==> config.mk <==
export PLATFORM = sky130hd
export DESIGN_NAME = pst_cam
export DESIGN_NICKNAME = d
export VERILOG_FILES = /design/src/sv/pst_pkg.sv /design/src/sv/pst_cam.sv
export SDC_FILE = /design/constraint.sdc
export NUM_CORES = 2
export LEC_CHECK = 0
export BUFFER_PORTS_ARGS = -buffer_cell sky130_fd_sc_hd__buf_2
export CORE_MARGIN = 4
export CORE_UTILIZATION = 55
export CTS_CLUSTER_DIAMETER = 200
export DETAILED_ROUTE_END_ITERATION = 12
export GPL_TIMING_DRIVEN = 0
export PLACE_DENSITY = 0.77
export SLEW_MARGIN = 30
export SYNTH_ARGS = -nofsm -noshare
export SYNTH_HDL_FRONTEND = slang
export SYNTH_SLANG_ARGS = --single-unit
==> constraint.sdc <==
create_clock -name clk -period 7.3 [get_ports clk]
set_input_delay 1.095 -clock clk [delete_from_list [all_inputs] [get_ports clk]]
set_output_delay 1.095 -clock clk [all_outputs]
set_load 0.03 [all_outputs]
==> src/sv/pst_pkg.sv <==
// ----------------------------------------------------------------------------
// pst_pkg
// Shared types and constants for the per-source connection throttle: outcome
// codes, register indexes, register reset values and the per-source record.
// ----------------------------------------------------------------------------
package pst_pkg;

    localparam int TIME_W  = 48;
    localparam int IP_W    = 32;
    localparam int CNT_W   = 5;
    localparam int MS_W    = 16;
    localparam int MAXA_W  = 4;
    localparam int OUTC_W  = 3;
    localparam int RIDX_W  = 3;

    // outcome codes
    localparam logic [OUTC_W-1:0] OUTC_NEW       = 3'd0;
    localparam logic [OUTC_W-1:0] OUTC_BLOCKED   = 3'd1;
    localparam logic [OUTC_W-1:0] OUTC_COUNTED   = 3'd2;
    localparam logic [OUTC_W-1:0] OUTC_BLK_START = 3'd3;
    localparam logic [OUTC_W-1:0] OUTC_RESTART   = 3'd4;
    localparam logic [OUTC_W-1:0] OUTC_FULL      = 3'd5;

    // register indexes
    localparam logic [RIDX_W-1:0] REG_PENALTY = 3'd0;
    localparam logic [RIDX_W-1:0] REG_WINDOW  = 3'd1;
    localparam logic [RIDX_W-1:0] REG_MAXATT  = 3'd2;
    localparam logic [RIDX_W-1:0] REG_BURST   = 3'd3;
    localparam logic [RIDX_W-1:0] REG_BLOCK   = 3'd4;

    // register reset values
    localparam logic [MS_W-1:0]   PENALTY_RST = 16'd250;
    localparam logic [MS_W-1:0]   WINDOW_RST  = 16'd5000;
    localparam logic [MAXA_W-1:0] MAXATT_RST  = 4'd5;
    localparam logic [MS_W-1:0]   BURST_RST   = 16'd500;
    localparam logic [MS_W-1:0]   BLOCK_RST   = 16'd3000;

    localparam logic [CNT_W-1:0]  COUNT_MAX   = 5'd31;

    typedef struct packed {
        logic [MS_W-1:0]   penalty_ms;
        logic [MS_W-1:0]   window_ms;
        logic [MAXA_W-1:0] max_attempts;
        logic [MS_W-1:0]   burst_ms;
        logic [MS_W-1:0]   block_ms;
    } cfg_t;

    // per-source record held in the data memory
    typedef struct packed {
        logic [TIME_W-1:0] last_attempt;
        logic [TIME_W-1:0] block_until;
        logic [CNT_W-1:0]  attempt_count;
    } rec_t;

    // lookup result flags
    typedef struct packed {
        logic hit;
        logic full;
    } look_t;

endpackage

==> src/sv/pst_cam.sv <==
// ----------------------------------------------------------------------------
// pst_cam
// Source address table: parallel compare of one address against all tracked
// sources, fill count, and allocation of the next free entry on a miss.
// ----------------------------------------------------------------------------
module pst_cam #(
    parameter int TABLE_ENTRIES = 64
) (
    input  logic                             clk,
    input  logic                             rst_n,
    input  logic                             lookup_en,
    input  logic [pst_pkg::IP_W-1:0]         ip,
    output pst_pkg::look_t                   look,
    output logic [$clog2(TABLE_ENTRIES)-1:0] idx
);

    localparam int IDX_W  = $clog2(TABLE_ENTRIES);
    localparam int FILL_W = $clog2(TABLE_ENTRIES + 1);

    logic [pst_pkg::IP_W-1:0] ip_reg [TABLE_ENTRIES];
    logic [FILL_W-1:0]        fill_reg;
    logic [FILL_W-1:0]        fill_next;
    logic [TABLE_ENTRIES-1:0] match;
    logic [IDX_W-1:0]         hit_idx;
    logic                     alloc;

    // compare against every occupied entry; addresses are unique, so the
    // hit index is a plain OR of the matching positions
    always_comb
    begin
        hit_idx = '0;
        for (int i = 0; i < TABLE_ENTRIES; i++)
        begin
            match[i] = (FILL_W'(i) < fill_reg) && (ip_reg[i] == ip);
            if (match[i])
            begin
                hit_idx = hit_idx | IDX_W'(i);
            end
        end
    end

    assign look.hit  = |match;
    assign look.full = (fill_reg == FILL_W'(TABLE_ENTRIES));
    assign idx       = look.hit ? hit_idx : fill_reg[IDX_W-1:0];
    assign alloc     = lookup_en && !look.hit && !look.full;
    assign fill_next = alloc ? fill_reg + FILL_W'(1) : fill_reg;

    // fill count: occupied entries always form a prefix of the table
    always_ff @(posedge clk or negedge rst_n)
    begin
        if (!rst_n)
        begin
            fill_reg <= '0;
        end
        else
        begin
            fill_reg <= fill_next;
        end
    end

    // address store, written at the first free entry
    always_ff @(posedge clk)
    begin
        if (alloc)
        begin
            ip_reg[fill_reg[IDX_W-1:0]] <= ip;
        end
    end

    // a source is never tracked twice
    a_match_unique: assert property (@(posedge clk) disable iff (!rst_n)
        $onehot0(match))
        else $error("pst_cam: address matched more than one entry");

    // the table never grows past its size
    a_fill_bound: assert property (@(posedge clk) disable iff (!rst_n)
        fill_reg <= FILL_W'(TABLE_ENTRIES))
        else $error("pst_cam: fill count beyond table size");

    // an allocation grows the table by exactly one entry
    a_alloc_grow: assert property (@(posedge clk) disable iff (!rst_n)
        alloc |=> fill_reg == $past(fill_reg) + FILL_W'(1))
        else $error("pst_cam: allocation did not advance the fill count");

endmodule

==> results_dict.tcl <==
set metrics [dict create \
    wl_mm 392 \
    cts_root_buffer "clkbuf_16" \
    fillerInstances 12041 \
    skew_ns 0.0560 \
    critPathCaptureType "primary output" \
    synth_area_mm2 0.0930 \
    slew_headroom_pct 24.5 \
    start_kind "input port" \
    die_h_um 419 \
    synth_common_cells "2048 x edfxtp_1, 1846 x xor2_1, 784 x nor4_1" \
    fmax_mhz 130 \
    synth_most_common_cell "edfxtp_1" \
    period_needed_ns 7.69 \
    antenna_found_initial 30 \
    drt-initial-drc-count 15952 \
    cp.required_ns 6.20 \
    final_hold_viol_count 0 \
    fin_crit_sh_pct 105 \
    htreeDepth 4 \
    clkTransAtPathRegs_ns 0.07 \
    ys_seq_elements 2055 \
    fin_ws_ns -0.386 \
    final_nets 6852 \
    postCtsSetupBuffers 0 \
    peakVddDrop_uv 284 \
    io_buffers 42 \
    syn_inst 6347 \
    grt_max_degree 56 \
    fin_tns_setup_ns -3.05 \
    drive_gt1_share_pct 13.6 \
    hp-class "in2async" \
    postSynthAreaPerCell_um2 14.7 \
    synth_edf_count 2048 \
    synth_top_flop_cell "edfxtp_1" \
    power_density_mw_per_mm2 271 \
    async_reset_ff_share_pct 0.341 \
    first_global_vias 62000 \
    largest_reg_flops 2048 \
    die_w_um 419 \
    design_area_mm2 0.106 \
    insertion_delay_ns 0.92 \
    place.gp.congestion 1.04 \
    worstPathMaxFanout 29 \
    netlist_top_cells_area "edfxtp_1 66%, xor2_1 17%, nor4_1 5.3%, xnor2_1 2.1%, nand4_1 1.5%" \
    wl_per_cell_um 42.5 \
    seqCellArea_mm2 0.0617 \
    die-area_mm2 0.176 \
    postCtsHoldBufs 0 \
    cts.sinks 2055 \
    finalSetupViolCount 23 \
    power.leakage_uw 0.0350 \
    first_pass_iters 7 \
    reg2reg_depth 14 \
    hpwlAfterDp_mm 242 \
    synth_area_leader_cell "edfxtp_1" \
    vias 66813 \
    numCtsBuffers 203 \
    placementRows 150 \
    worst_pin_slew_ns 1.10 \
    violations "negative setup slack" \
    design.core.area_mm2 0.168 \
    cp_data_arrival_time_ns 6.59 \
    grt-ovfl-total 0 \
    drc 0 \
    ant_nets 0 \
    synth_cell_types 73 \
    grtUsageTotal_pct 44.2 \
    clockBufferDepth 3 \
    vias_per_cell 7.25 \
    ys_seq_area_share_pct 66.3 \
    io_pins 43 \
    synth_nets 6384 \
    drv_cap 0 \
    multi_input_area_mm2 0.0305 \
    initial_core_util_pct 55.5 \
    path_class "in2out" \
    syn2layout_area_growth_pct 14.5 \
    pre_cts_slack_ns -1.14 \
    grt_pass1_wl_mm 520 \
    slew_viol_final 0 \
    netlist.area_leader.share_pct 66.1 \
    fin_hold_ws_ns 0.0286 \
    place_area_mm2 0.0997 \
    ys.warnings.count 0 \
    cts_tree "done" \
    status "finished with violations" \
    rsz0062_at_grt "yes" \
]
==> per-stage QoR <==
| stage | util (%) | power, uW | instances |
|---|---|---|---|
| detailed placement | 59.5 | 18200 | 8840 |
| CTS | 63.5 | 28400 | 9197 |
| floorplan | - | 15800 | 6347 |
| global route | 63.5 | 29200 | 9194 |
| global placement | 57.3 | 17900 | 8593 |
| finish | 63.5 | 28900 | 9214 |
==> per-layer routing <==
| layer | part of all wire (%) | GRT usage (%) | up-vias |
|---|---|---|---|
| met5 | 0.0033 | 0 | - |
| met4 | 9.2 | 30.5 | 2 |
| met3 | 20 | 20.4 | 1839 |
| met2 | 39 | 59.7 | 7537 |
| met1 | 32 | 56.3 | 32391 |
| li1 | - | - | 25044 |
==> power by group <==
| group | switching (uW) | internal (uW) |
|---|---|---|
| sequential | 159 | 13500 |
| combinational | 3710 | 1010 |
| clock | 4740 | 5820 |
==> what timing repair did <==
action / CTS / global route
pin swaps: 1 / 1
gates resized for setup: 65 / 27
cloned: 0 / 0
setup endpoints to repair: 46 / 6
==> placed cells by master (no fill, tap or decap), types with 10 or more instances in the layout <==
| cell type | count |
|---|---|
| a21oi_1 | 13 |
| nor3_1 | 160 |
| buf_2 | 86 |
| buf_8 | 31 |
| nor3_2 | 73 |
| and3_1 | 11 |
| or3_1 | 27 |
| buf_16 | 40 |
| xor2_1 | 1846 |
| clkbuf_16 | 205 |
| nand2b_1 | 17 |
| edfxtp_1 | 2048 |
| diode_2 | 23 |
| nand4b_1 | 36 |
| or4_1 | 34 |
| nor4_2 | 12 |
| clkbuf_1 | 62 |
| buf_4 | 285 |
| nor4_1 | 768 |
| nand3_1 | 132 |
| nand2_1 | 101 |
| xnor2_1 | 220 |
| nor2_1 | 156 |
| bufinv_16 | 18 |
| clkinv_2 | 41 |
| nand4_1 | 217 |
| nor4b_1 | 22 |
| clkinv_1 | 46 |
| buf_6 | 56 |
| clkbuf_4 | 10 |
==> cell type report <==
| type | instances | area share [%] |
|---|---|---|
| Clock buffer | 255 | 4.99 |
| Tap cell | 2204 | 2.59 |
| Clock inverter | 122 | 1.16 |
| Sequential cell | 2055 | 57.9 |
| Buffer | 243 | 1.58 |
| Antenna cell | 23 | 0.0540 |
| Timing Repair Buffer | 289 | 3.08 |
| Inverter | 8 | 0.0282 |
| Multi-Input combinational cell | 4015 | 28.6 |
==> logic make-up (layout without fill, tap and decap cells) <==
family	count (synthesis)	count (layout)	share of synthesized area (%)
mux	4	4	0.0484
xor+xnor	2066	2066	19.4
simple gates	1871	1871	11.9
flops	2055	2055	66.3
compound gates	72	72	0.569
other cells	0	23	0
buf+inv	277	917	1.75
fa+ha+maj	2	2	0.0269
==> worst max-delay path: stages <==
cell and delay, ns:
buf_8 0.30, buf_4 0.42, buf_2 0.80, buf_2 0.70, xor2_1 0.22, nor4_1 0.06
nand4_1 0.23, or3_1 0.24, nand3_1 0.41, nor4_4 0.58, nand3_2 0.22, o211ai_1 0.78
buf_2 0.34
==> final timing paths <==
check,start,endpoint,slack [ns]
worst min-delay path,rst_n,fill_reg[1],0.03
worst min register to register,fill_reg[1],fill_reg[2],0.91
worst max register to register,fill_reg[6],ip_reg[23][3],0.26
max in group asynchronous,rst_n,fill_reg[0],7.10
worst max-delay path,ip[15],idx[0],-0.39
min in group clk,ip[26],ip_reg[18][26],0.58
Note: power is estimated with default switching activity, not from simulation.
